===== config.mk =====
export PLATFORM = sky130hd
export DESIGN_NAME = lav_front
export DESIGN_NICKNAME = d
export VERILOG_FILES = /design/src/rtl/core/lav_pkg.sv /design/src/rtl/core/lav_front.sv
export SDC_FILE = /design/constraint.sdc
export NUM_CORES = 1
export LEC_CHECK = 0
export ABC_AREA = 1
export BUFFER_PORTS_ARGS = -buffer_cell sky130_fd_sc_hd__buf_2
export CAP_MARGIN = 20
export CORE_UTILIZATION = 53
export CTS_CLUSTER_SIZE = 16
export DETAILED_ROUTE_END_ITERATION = 8
export PLACE_DENSITY = 0.81
export SETUP_SLACK_MARGIN = 0.3
export SLEW_MARGIN = 20
export SYNTH_ARGS = -nofsm -noshare
export SYNTH_HDL_FRONTEND = slang
export SYNTH_SLANG_ARGS = --single-unit

===== constraint.sdc =====
create_clock -name clk -period 11.49 [get_ports clk]
set_input_delay 2.298 -clock clk [delete_from_list [all_inputs] [get_ports clk]]
set_output_delay 2.298 -clock clk [all_outputs]
set_load 0.005 [all_outputs]

===== src/rtl/core/lav_pkg.sv =====
// ---------------------------------------------------------------------------
// lav_pkg: shared types and constants for the look-at view matrix block
// Holds the channel payload types, the queue entry and matrix hand-off
// types, the fixed-point format and the translation rounding function.
// ---------------------------------------------------------------------------
package lav_pkg;

    // Fixed-point format and derived constants.
    localparam int FRAC_BITS = 16;
    localparam int QBITS     = FRAC_BITS + 2;
    localparam int QDEPTH    = 2;
    localparam logic [31:0] ONE_FX = 32'(64'd1 << FRAC_BITS);

    // Input item: camera position and target point.
    typedef struct packed {
        logic signed [31:0] pos_x;
        logic signed [31:0] pos_y;
        logic signed [31:0] pos_z;
        logic signed [31:0] target_x;
        logic signed [31:0] target_y;
        logic signed [31:0] target_z;
    } in_item_t;

    // Result item: one matrix column.
    typedef struct packed {
        logic [1:0]         column_index;
        logic signed [31:0] elem_row0;
        logic signed [31:0] elem_row1;
        logic signed [31:0] elem_row2;
        logic signed [31:0] elem_row3;
        logic               last_column;
        logic               degenerate;
    } out_item_t;

    // Classified item waiting for the back end.
    typedef struct packed {
        logic [2:0][31:0] pos;
        logic [2:0][32:0] dif;
        logic             deg;
    } queue_entry_t;

    // Finished matrix handed to the column emitter.
    typedef struct packed {
        logic [2:0][31:0] rgt;
        logic [2:0][31:0] upv;
        logic [2:0][31:0] fwd;
        logic [2:0][31:0] trn;
        logic             deg;
    } matrix_t;

    // Round a product sum with 2*FRAC_BITS fraction bits to FRAC_BITS,
    // ties away from zero, and saturate to the signed 32-bit range.
    function automatic logic [31:0] round_sat(input logic signed [63:0] x);
        logic [63:0] mag;
        logic [63:0] q;
        logic [31:0] res;
        mag = x[63] ? 64'(-x) : 64'(x);
        q   = (mag + (64'd1 << (FRAC_BITS - 1))) >> FRAC_BITS;
        if (x[63])
        begin
            res = (q > 64'h8000_0000) ? 32'h8000_0000 : 32'(64'd0 - q);
        end
        else
        begin
            res = (q > 64'h7FFF_FFFF) ? 32'h7FFF_FFFF : q[31:0];
        end
        return res;
    endfunction

endpackage


===== src/rtl/core/lav_front.sv =====
// ---------------------------------------------------------------------------
// lav_front: input stage
// Accepts an item, forms the full-width view direction target - position
// and flags items whose forward or right vector is zero.
// ---------------------------------------------------------------------------
module lav_front (
    input  logic                  clk,
    input  logic                  rst_n,
    input  logic                  in_valid,
    output logic                  in_ready,
    input  lav_pkg::in_item_t     in_item,
    output logic                  push_valid,
    input  logic                  push_ready,
    output lav_pkg::queue_entry_t push_entry
);
    import lav_pkg::*;

    logic         valid_reg;
    queue_entry_t entry_reg;
    queue_entry_t entry_next;
    logic signed [32:0] dx;
    logic signed [32:0] dy;
    logic signed [32:0] dz;

    // Differences at 33 bits never wrap.
    assign dx = 33'(in_item.target_x) - 33'(in_item.pos_x);
    assign dy = 33'(in_item.target_y) - 33'(in_item.pos_y);
    assign dz = 33'(in_item.target_z) - 33'(in_item.pos_z);

    // Right vector is (-dz, 0, dx); it is zero whenever the forward one is.
    always_comb
    begin
        entry_next.pos[0] = in_item.pos_x;
        entry_next.pos[1] = in_item.pos_y;
        entry_next.pos[2] = in_item.pos_z;
        entry_next.dif[0] = dx;
        entry_next.dif[1] = dy;
        entry_next.dif[2] = dz;
        entry_next.deg    = (dx == '0) && (dz == '0);
    end

    assign in_ready   = !valid_reg || push_ready;
    assign push_valid = valid_reg;
    assign push_entry = entry_reg;

    // Stage valid flag.
    always_ff @(posedge clk or negedge rst_n)
    begin
        if (!rst_n)
        begin
            valid_reg <= 1'b0;
        end
        else if (in_ready)
        begin
            valid_reg <= in_valid;
        end
    end

    // Stage payload.
    always_ff @(posedge clk)
    begin
        if (in_valid && in_ready)
        begin
            entry_reg <= entry_next;
        end
    end

endmodule


==> After elaboration in Yosys (flattened, before gate mapping) <==
Index checks and enable logic that the tools add are counted.
{ "word_totals": {"in_bits": 196, "latchBits": 0, "out_inout_bits": 198, "word_cells": 17, "regBits": 197, "mem_bits_rw": 0, "mem_bits_ro": 0, "mem_count": 0} }
{ "classes": {"n_mux": 0, "add_sub_neg": 3, "n_shift": 0, "magnitude_cmp": 0, "n_reduce_logical": 6, "n_eq_ne": 0, "bitwise": 0, "n_div": 0, "mul": 0} }
{ "op_table": {"columns": ["cell", "n"], "rows": [
  ["subtractor 32 x 32 -> 33 bit", 3],
  ["logical NOT 33 bit", 2],
  ["logical AND 1 bit", 2],
  ["logical NOT 1 bit", 1],
  ["logical OR 1 bit", 1]
]} }

==> Longest topological paths before layout <==
Gate-level depths: netlist (run 1).
{ "logic_depth": {"ltp_word": 3, "mapped_depth": 19, "ltp_nobuf": 19} }

==> Least setup slack after synthesis (run 1) <==
No wires, ideal clock.
{ "synth_timing": {"kind": "in2reg", "start": "input in_valid", "end": "register entry_reg, in the netlist push_entry[0] (enable)", "required_ns": 10.673, "path_buffers": 0, "setup_slack_ns": -1.077, "cell_stages": 2, "setup_ns": 0.817, "arrival_ns": 11.750, "cell_sequence": "inv_1 -> a21oi_1"} }
{ "synth_via": {"elab_chain_cells": 1} }
{ "synth_lines": {"columns": ["element", "line", "rtl"], "rows": [
  ["start: declaration", "lav_front.sv:9", "input logic in_valid,"],
  ["logical AND 1 bit", "lav_front.sv:62", "if (in_valid && in_ready)"],
  ["end signal: assignment", "lav_front.sv:64", "entry_reg <= entry_next;"],
  ["end: declaration", "lav_front.sv:19", "queue_entry_t entry_reg;"]
]} }
No other way between the ends.
A chain may end at the register's enable or synchronous reset.

==> Final worst setup path (run 1) <==
{ "layout_timing": {"start": "input push_ready", "end": "output in_ready"} }
{ "layout_via": {"elab_chain_cells": 1} }
{ "layout_lines": {"columns": ["element", "line", "rtl"], "rows": [
  ["start: declaration", "lav_front.sv:13", "input logic push_ready,"],
  ["logical OR 1 bit", "lav_front.sv:42", "assign in_ready = !valid_reg || push_ready;"],
  ["end: declaration", "lav_front.sv:10", "output logic in_ready,"]
]} }
No other way between the ends.

==> results of run 1 <==
-- state kept, by name, summed over array words and instances (netlist names) --
name / cells
push_valid: 1
push_entry: 196
-- path summary, 6_finish.rpt --
path	startpoint	end
min in group asynchronous	rst_n	push_valid$_DFFE_PN0N_
max in group asynchronous	rst_n	push_valid$_DFFE_PN0N_
worst max-delay path	push_ready	in_ready
worst min register to register	push_valid$_DFFE_PN0N_	push_valid$_DFFE_PN0N_
worst min-delay path	push_valid$_DFFE_PN0N_	push_valid$_DFFE_PN0N_
worst max register to register	push_valid$_DFFE_PN0N_	push_entry[89]$_DFFE_PP_
-- layer usage --
layer	vias up	wire (um)	share of wire (%)	track usage [%]
met5	-	13	0.033	0
met4	2	1306	3.3	10.98
met3	78	2354	6.0	3.754
met2	518	19310	49	53.61
met1	5715	16210	41	36.44
li1	6334	-	-	-
-- stage by stage --
stage,instance area [um2],worst slack (ns),total power [W],std cells
floorplan,13570,2.970,0.001248,1743
detailed placement,15970,6.470,0.001449,2467
global route,16570,6.460,0.002157,2499
global placement,15970,6.496,0.001438,2467
finish,16570,6.471,0.002059,2499
CTS,16570,6.470,0.002065,2499
-- cells in the final DEF, fill, tap and decap left out, drive strengths merged, types with 2 or more instances in the layout --
cell	instances
a21boi	3
a21o	6
a21oi	79
a31oi	10
and2	5
buf	396
clkbuf	17
clkinv	6
edfxtp	196
fa	3
ha	96
inv	409
nand2	584
nand3	84
nand3b	15
nand4	21
nor2	143
nor3	19
o211ai	5
o21ai	20
o21bai	11
o221ai	2
xnor2	7
xor2	24
-- kinds of logic (layout without fill, tap and decap cells) --
family | Yosys count | count (layout) | share of synthesized area [%]
AOI/OAI and AO/OA | 139 | 139 | 6.069
xor gates and xnor gates | 31 | 31 | 2.001
adders and majority gates | 99 | 99 | 9.297
buffers and inverters | 403 | 829 | 11.15
DFF | 197 | 197 | 43.57
and+or+nand+nor | 874 | 874 | 27.91
-- report_power, final --
group / total, W / internal, W / switching (W) / leakage, nW
Sequential: 0.000888 / 0.000870 / 0.0000174 / 1.88
Clock: 0.000621 / 0.000296 / 0.000325 / 0.291
Combinational: 0.000550 / 0.000198 / 0.000352 / 6.78
Total: 0.00206 / 0.00136 / 0.000695 / 8.95
-- synth_stat cells (2+ instances only) --
cell type,instances
sky130_fd_sc_hd__a21oi_1,73
sky130_fd_sc_hd__a21o_1,6
sky130_fd_sc_hd__a31oi_1,10
sky130_fd_sc_hd__a21oi_2,6
sky130_fd_sc_hd__nand3_1,72
sky130_fd_sc_hd__nor3_4,2
sky130_fd_sc_hd__o21ai_0,15
sky130_fd_sc_hd__nor3_2,5
sky130_fd_sc_hd__edfxtp_1,196
sky130_fd_sc_hd__nand3_2,12
sky130_fd_sc_hd__nor2_2,11
sky130_fd_sc_hd__clkbuf_1,2
sky130_fd_sc_hd__o21ai_2,3
sky130_fd_sc_hd__nand3b_1,15
sky130_fd_sc_hd__inv_1,394
sky130_fd_sc_hd__o221ai_1,2
sky130_fd_sc_hd__ha_1,96
sky130_fd_sc_hd__nand4_1,21
sky130_fd_sc_hd__inv_2,7
sky130_fd_sc_hd__o21bai_1,11
sky130_fd_sc_hd__xor2_1,24
sky130_fd_sc_hd__o21ai_1,2
sky130_fd_sc_hd__nor3_1,12
sky130_fd_sc_hd__nor2_1,131
sky130_fd_sc_hd__nand2_2,39
sky130_fd_sc_hd__o211ai_1,5
sky130_fd_sc_hd__nand2_1,544
sky130_fd_sc_hd__fa_1,3
sky130_fd_sc_hd__and2_1,5
sky130_fd_sc_hd__xnor2_1,7
-- final cells by class --
type | instances | area, um2 | share of cell area (%)
sequential | 197 | 5911 | 35.67
timing repair buffer | 396 | 1989 | 12.01
clock buffer | 17 | 425.4 | 2.568
multi-input combinational | 1143 | 6153 | 37.14
clock inverter | 15 | 171.4 | 1.035
inverter | 401 | 1505 | 9.085
tap | 330 | 412.9 | 2.492
-- tightest hold or removal path, cell delays in order, from the launching register on --
cell,delay (ns)
sky130_fd_sc_hd__dfrtp_1,0.42
sky130_fd_sc_hd__nand2_1,0.10
sky130_fd_sc_hd__nand2_1,0.06
==> results.rst, run 1 <==
.. list-table::
   :header-rows: 1

   * - Metric
     - Value
   * - Result of the run
     - completed
   * - Synthesized area divided by synthesized cell count
     - 7.783 um2
   * - Shortest period the worst path allows
     - 5.019 ns
   * - Final total negative setup slack
     - 0 ns
   * - Relative max-transition margin
     - 33.48%
   * - Via Count
     - 12650
   * - Register-to-Register Path Depth
     - 3
   * - Die W
     - 162.0 um
   * - Die footprint
     - 26240 um2
   * - Maximum number of pins on one net before global-route repair
     - 77
   * - Startpoint-to-endpoint class of the critical path
     - primary input to output pin
   * - Data arrival time of the critical path
     - 2.72 ns
   * - Number of remaining DRC errors
     - 0
   * - Commonest register cell after synthesis
     - sky130_fd_sc_hd__edfxtp_1
   * - Count of boundary I/O pins
     - 394
   * - Total detailed-routing wirelength
     - 39200 um
   * - Chip Height
     - 162.0 um
   * - Total stage count of the critical path
     - 4
   * - Critical path's top delay family
     - buffers and inverters
   * - Worst-case hold slack
     - 0.6137 ns
   * - Final clock period utilization by the worst path
     - 43.68%
   * - Final worst clock skew
     - 0.01209 ns
   * - Clock slew seen by the registers of the worst setup and hold paths
     - 0.08 ns
   * - Gr usage total
     - 29.82%
   * - Setup repair after global routing missed its margin
     - no
   * - Slowest-stage cell, CP
     - sky130_fd_sc_hd__buf_2
   * - Number of enable flip-flop cells after synthesis
     - 196
   * - Highest net fanout along the worst path
     - 2
   * - Slowest Stage Delay on Critical Path
     - 0.13 ns
   * - Std-Cell Rows
     - 58
   * - Power density over the cells
     - 124.3 nW/um2
   * - Syn_nets
     - 2038
   * - Number of iterations in the first detailed-routing pass
     - 5
   * - Effective utilization at floorplan
     - 54.03%
   * - Global-route congestion overflow total
     - 0
   * - Dominant cells by area after synthesis
     - sky130_fd_sc_hd__edfxtp_1 43%, sky130_fd_sc_hd__nand2_1 15%, sky130_fd_sc_hd__inv_1 11%
   * - DP Wirelength
     - 32600 um
   * - Startpoint type of the worst setup path
     - primary input
   * - Flop2flop setup slack
     - 9.08 ns
   * - Number of register bits inferred by synthesis
     - 197
   * - Buf+Inv Stages, Crit Path
     - 3
   * - Final Hold Viols
     - 0
   * - Gates resized, CTS repair
     - 0
   * - Fraction of the yosys area taken by sequential cells
     - 43.57%
   * - Measured slew at the worst slew-check pin
     - 0.9978 ns
   * - Antenna Nets Post-Route
     - 0
   * - Number of DRC violations after detailed-routing iteration 0
     - 959
   * - Level count of the clock H-tree
     - 4
   * - Post CTS Setup Buffer Count
     - 0
   * - # port buffers
     - 393
   * - Bufs on Longest Clock Path
     - 2
   * - Unique cell type count in the Yosys netlist
     - 42
   * - Wire length of the first global-routing pass
     - 60870 um
   * - Number of antenna violations at the first check in global routing
     - 1
   * - Filler cell count
     - 2175
   * - GPL Wtd Cong
     - 0.9312
   * - Placeable core region
     - 25110 um2
   * - Detail-routed net length per standard cell
     - 15.69 um
   * - Number of warnings issued by yosys
     - 0
   * - Fin util
     - 65.99%
   * - Required time of the critical path
     - 9.19 ns
   * - Number of violations of the max-capacitance limit
     - 0
   * - CTS tree
     - built
   * - Hold Path Stages
     - 2
   * - Number of buffers added to fix hold violations after cts
     - 0
   * - Static Leak
     - 8.952 nW
   * - Cell with the most instances on the worst path
     - sky130_fd_sc_hd__buf_2
   * - Maximum frequency from static timing analysis
     - 199.2 MHz
   * - Area growth from synthesis to layout
     - 22.14%
   * - Vias in the first global route
     - 12050
   * - Area share of the largest cell type after synthesis
     - 43.39%
   * - Share of layout cells above drive strength 1
     - 23.84%
   * - Hold crit path type
     - register to register
   * - Critical Path End Type
     - output pin
   * - Cells along the critical path
     - buf_2, inv_1, nand2_1, buf_2
   * - Max rail drop VDD
     - 84.32 uV
   * - # nets final
     - 2451
   * - Clk Tree Root Cell
     - sky130_fd_sc_hd__clkbuf_16
   * - Clock sink total
     - 197
   * - Proportion of synthesized flip-flops having asynchronous set or reset
     - 0.5076%
   * - Setup violation total in the final timing report
     - 0
   * - CTS Buf Count
     - 17
   * - Inserted Diodes
     - 0
   * - Count of mapped cells out of synthesis
     - 1743
   * - Area leader, netlist
     - sky130_fd_sc_hd__edfxtp_1
   * - Max-slew violation total from the final report
     - 0
   * - Area of the mapped netlist
     - 13570 um2
   * - Clk Latency, worst-skew pair
     - 0.45 ns
   * - Detail-routed via count per cell
     - 5.061
Note: power is estimated with default switching activity, not from simulation.
==> run 2, diff against run 1 <==
ABC_AREA = 0   (was 1)
CORE_UTILIZATION = 46   (was 53)
PLACE_DENSITY = 0.78   (was 0.81)
clock period = 4.1 ns   (was 11.49 ns; I/O delays follow)
==> run 2 against run 1 <==
Net effect:
- the run now ends with negative setup slack left
- wire length down 25%
- final cell count shrank 28%
- critical path depth increased by 15
- clock-buffer cell count is the same
- final area is 9.5% lower
- via count fell by 28%
- sequential share of layout area rose by 3.8 points
- hold slack got worse by 0.46 ns
- register-to-register slack worse by 6.6 ns
- flip-flop and latch count did not move
- power rose to 2.8 times the previous value
- setup slack worse by 6.6 ns
==> results.rst, run 2 <==
.. list-table::
   :header-rows: 1

   * - Metric
     - Value
   * - Largest register FFs
     - 196 (unchanged)
   * - Chip Height
     - 157 um (-3.1%)
   * - Detail-routed via count per cell
     - 5.085 (+0.47%)
   * - CTS tree
     - built
   * - Shortest period the worst path allows
     - 4.196 ns
   * - Via Count
     - 9122 (-28%)
   * - Fraction of the yosys area taken by sequential cells
     - 53.48% (+9.9 points)
   * - Vias in the first global route
     - 8738 (-27%)
   * - Power Total
     - 0.005683 W (+180%)
   * - Total detailed-routing wirelength
     - 29260 um (-25%)
   * - Filler cell count
     - 1876 (-14%)
   * - Origin of the critical flop-to-flop path
     - push_valid$_DFFE_PN0N_
   * - Slowest-stage cell, CP
     - sky130_fd_sc_hd__a2111oi_4
   * - Bufs on Longest Clock Path
     - 2 (unchanged)
   * - Commonest register cell after synthesis
     - sky130_fd_sc_hd__edfxtp_1
   * - Count of mapped cells out of synthesis
     - 959 (-45%)
   * - Post-Layout Cell Count
     - 1794 (-28%)
   * - Area of the mapped netlist
     - 11050 um2 (-19%)
   * - Proportion of synthesized flip-flops having asynchronous set or reset
     - 0.5076% (unchanged)
   * - Placeable core region
     - 23540 um2 (-6.2%)
   * - Synthesized area divided by synthesized cell count
     - 11.52 um2 (+48%)
   * - Measured slew at the worst slew-check pin
     - 0.6152 ns (-0.3826 ns)
   * - # nets final
     - 1754 (-28%)
   * - Unique cell type count in the Yosys netlist
     - 63 (+50%)
   * - Cell with the most instances on the worst path
     - sky130_fd_sc_hd__buf_6
   * - Number of buffers added to fix hold violations after cts
     - 0 (unchanged)
   * - Result of the run
     - finished with violations
   * - Required time of the critical path
     - 4.36 ns (-4.83 ns)
   * - Power density over the cells
     - 379.1 nW/um2 (+210%)
   * - Crit path to
     - push_entry[0]$_DFFE_PP_
   * - Wire length of the first global-routing pass
     - 43200 um (-29%)
   * - Startpoint type of the worst setup path
     - primary input
   * - Static Leak
     - 6.958 nW (-22%)
   * - Worst setup margin
     - -0.09567 ns (-6.567 ns)
   * - Area leader, netlist
     - sky130_fd_sc_hd__edfxtp_1
   * - Area share of the largest cell type after synthesis
     - 53.25% (+9.9 points)
   * - Slowest Stage Delay on Critical Path
     - 0.44 ns (+0.31 ns)
   * - Number of DRC violations after detailed-routing iteration 0
     - 466 (-51%)
   * - Cells along the critical path
     - buf_8, inv_12, ha_4, fa_2, nand2b_4, buf_6, a21o_1, buf_6, a2111oi_4, o311ai_4, a21oi_2, o21ai_2, or3_1, nand3b_1, xor2_1, or4_1, nor4_2, nand4_1, nor4b_2
   * - Max rail drop VDD
     - 282.9 uV (+240%)
   * - Clk Latency, worst-skew pair
     - 0.43 ns (-0.02 ns)
   * - Level count of the clock H-tree
     - 4 (unchanged)
   * - Register-to-Register Path Depth
     - 3 (unchanged)
   * - Setup repair after global routing missed its margin
     - yes
   * - Launching element of the worst setup path
     - in_item[0]
   * - Final worst clock skew
     - 0.01551 ns (+0.003419 ns)
   * - Placed cell count
     - 1752 (-29%)
   * - Most used standard cell by instance count after synthesis
     - sky130_fd_sc_hd__edfxtp_1
   * - Setup violation total in the final timing report
     - 1 (+1)
   * - DP Wirelength
     - 23520 um (-28%)
   * - Dominant cells by area after synthesis
     - sky130_fd_sc_hd__edfxtp_1 53%, sky130_fd_sc_hd__ha_1 11%, sky130_fd_sc_hd__inv_1 4.2%
   * - Die footprint
     - 24650 um2 (-6.1%)
   * - Final cell area excluding filler cells
     - 14990 um2 (-9.5%)
   * - Detail-routed net length per standard cell
     - 16.31 um (+4.0%)
   * - Maximum frequency from static timing analysis
     - 238.3 MHz
   * - Post-Place Cell Area
     - 14150 um2 (-11%)
   * - Clock sink total
     - 197 (unchanged)
   * - Most common cell after layout, fill and taps aside
     - sky130_fd_sc_hd__buf_2
   * - Gr usage total
     - 22.90% (-6.9 points)
   * - Relative max-transition margin
     - 58.99% (+26 points)
   * - Number of warnings issued by yosys
     - 0 (unchanged)
   * - Area growth from synthesis to layout
     - 35.64%
   * - GPL Wtd Cong
     - 0.9266 (-0.49%)
   * - Maximum number of pins on one net before global-route repair
     - 107 (+39%)
   * - Antenna Nets Post-Route
     - 0 (unchanged)
   * - Final Hold Viols
     - 0 (unchanged)
   * - Worst R2R End
     - push_entry[8]$_DFFE_PP_
   * - Data arrival time of the critical path
     - 4.45 ns (+1.73 ns)
   * - Count of boundary I/O pins
     - 394 (unchanged)
   * - Number of violations of the max-capacitance limit
     - 0 (unchanged)
   * - Number of iterations in the first detailed-routing pass
     - 5 (unchanged)
   * - Flop2flop setup slack
     - 2.53 ns (-6.55 ns)
   * - Violations in the final reports
     - negative setup slack
   * - Highest net fanout along the worst path
     - 3 (+1)
   * - Global-route congestion overflow total
     - 0 (unchanged)
   * - Most used standard cells in the synthesized netlist
     - 196 x sky130_fd_sc_hd__edfxtp_1, 124 x sky130_fd_sc_hd__inv_1, 96 x sky130_fd_sc_hd__ha_1
   * - Syn_nets
     - 1254 (-38%)
   * - Startpoint-to-endpoint class of the critical path
     - primary input to register
   * - Hold crit path type
     - primary input to async pin
   * - Die W
     - 157 um (-3.1%)
   * - Number of antenna violations at the first check in global routing
     - 6 (+5)
   * - Clock slew seen by the registers of the worst setup and hold paths
     - 0.08 ns (about the same)
   * - # port buffers
     - 393 (unchanged)
   * - Share of layout cells above drive strength 1
     - 38.25% (+14 points)
   * - Clk Tree Root Cell
     - sky130_fd_sc_hd__clkbuf_16
   * - Critical Path End Type
     - register
   * - Commonest cells after routing, fill and taps aside
     - 391 x sky130_fd_sc_hd__buf_2, 196 x sky130_fd_sc_hd__edfxtp_1, 122 x sky130_fd_sc_hd__inv_1, 94 x sky130_fd_sc_hd__ha_1, 88 x sky130_fd_sc_hd__buf_4
   * - Number of register bits inferred by synthesis
     - 197 (unchanged)
   * - CTS Buf Count
     - 17 (unchanged)
   * - Final total negative setup slack
     - -0.09567 ns (-0.09567 ns)
   * - Max-slew violation total from the final report
     - 0 (unchanged)
   * - Number of remaining DRC errors
     - 0 (unchanged)
   * - Number of enable flip-flop cells after synthesis
     - 196 (unchanged)
   * - Effective utilization at floorplan
     - 46.94% (-7.1 points)
   * - Final clock period utilization by the worst path
     - 102.3%
   * - Std-Cell Rows
     - 56 (-3.4%)
## run 2: cell types whose count changed after synthesis, moves of 12 or more
cell and delta:
sky130_fd_sc_hd__nand2_1 -502, sky130_fd_sc_hd__inv_1 -270, sky130_fd_sc_hd__nor2_1 -82, sky130_fd_sc_hd__nand3_1 -51
sky130_fd_sc_hd__xnor2_1 +44, sky130_fd_sc_hd__nand2_2 -39, sky130_fd_sc_hd__a21o_1 +32, sky130_fd_sc_hd__o21a_1 +21
sky130_fd_sc_hd__o21ai_0 +20, sky130_fd_sc_hd__nand2b_1 +18, sky130_fd_sc_hd__nor2b_1 +14, sky130_fd_sc_hd__nand4_1 -13
sky130_fd_sc_hd__nand3_2 -12
## run 2: final cells by class
class                           instances  area [um2]  share of cell area (%)
Sequential cell                       197        5911                   39.43
Clock inverter                         15       206.4                   1.377
Clock buffer                           17       425.4                   2.838
Multi-Input combinational cell        632        4835                   32.25
Inverter                              124       478.0                   3.188
Tap cell                              319       399.1                   2.663
Antenna cell                            3       7.507                 0.05008
Timing Repair Buffer                  487        2729                   18.20
## run 2: how the worst min path moves through the flow
stage	end	depth (start not counted)	startpoint
2_1_floorplan	push_valid$_DFFE_PN0N_	0	rst_n
3_3_place_gp	push_valid$_DFFE_PN0N_	2	push_valid$_DFFE_PN0N_
3_5_place_dp	push_valid$_DFFE_PN0N_	2	push_valid$_DFFE_PN0N_
4_1_cts	push_valid$_DFFE_PN0N_	1	rst_n
5_1_grt	push_valid$_DFFE_PN0N_	1	rst_n
6_report	push_valid$_DFFE_PN0N_	1	rst_n
## run 2: logic make-up after synthesis
logic type,share of synthesized area [%]
mux,0.2038
xor+xnor,6.566
simple gates,9.850
buf+inv,4.415
compound gates,14.07
flops,53.48
fa+ha+maj,11.41
## run 2: report_power, final
| group | total [W] | internal, W | switching [W] |
|---|---|---|---|
| logic | 0.00142 | 0.000664 | 0.000761 |
| registers | 0.00249 | 0.00245 | 0.0000395 |
| clock network | 0.00177 | 0.000943 | 0.000823 |
## run 2: through the flow
| step | hold slack, ns | utilization [%] | setup slack [ns] |
|---|---|---|---|
| finish | 0.1498 | 63.67 | -0.09567 |
| global route | 0.1239 | 63.65 | -0.2875 |
| CTS | 0.1259 | 63.04 | -0.2292 |
| detailed placement | 0.5178 | 60.12 | -0.6731 |
| global placement | 0.5166 | 60.12 | -0.6315 |
| floorplan | 0.5244 | - | -0.1643 |
## run 2: routing by layer
layer  vias to the layer above  track usage [%]  wire length [um]  part of all wire (%)
met2                       355            41.97             15130                    52
li1                       4504                -                 -                     -
met4                         6            8.030               592                   2.0
met1                      4215            25.76             11420                    39
met5                         -                0                39                  0.13
met3                        42            5.479              2070                   7.1
## run 2: repair_timing
action / 4_1_cts / 5_1_grt
gates resized for setup: 10 / 23
setup buffers: 2 / 5
pin swaps: 12 / 15
setup endpoints to repair: 1 / 5
## run 2: worst max-delay path, delay by kind of cell
family          cells  cell delay [ns]
xor+xnor            1             0.09
buf+inv             4             0.37
fa+ha+maj           2             0.49
simple gates        7             1.65
compound gates      5             1.03
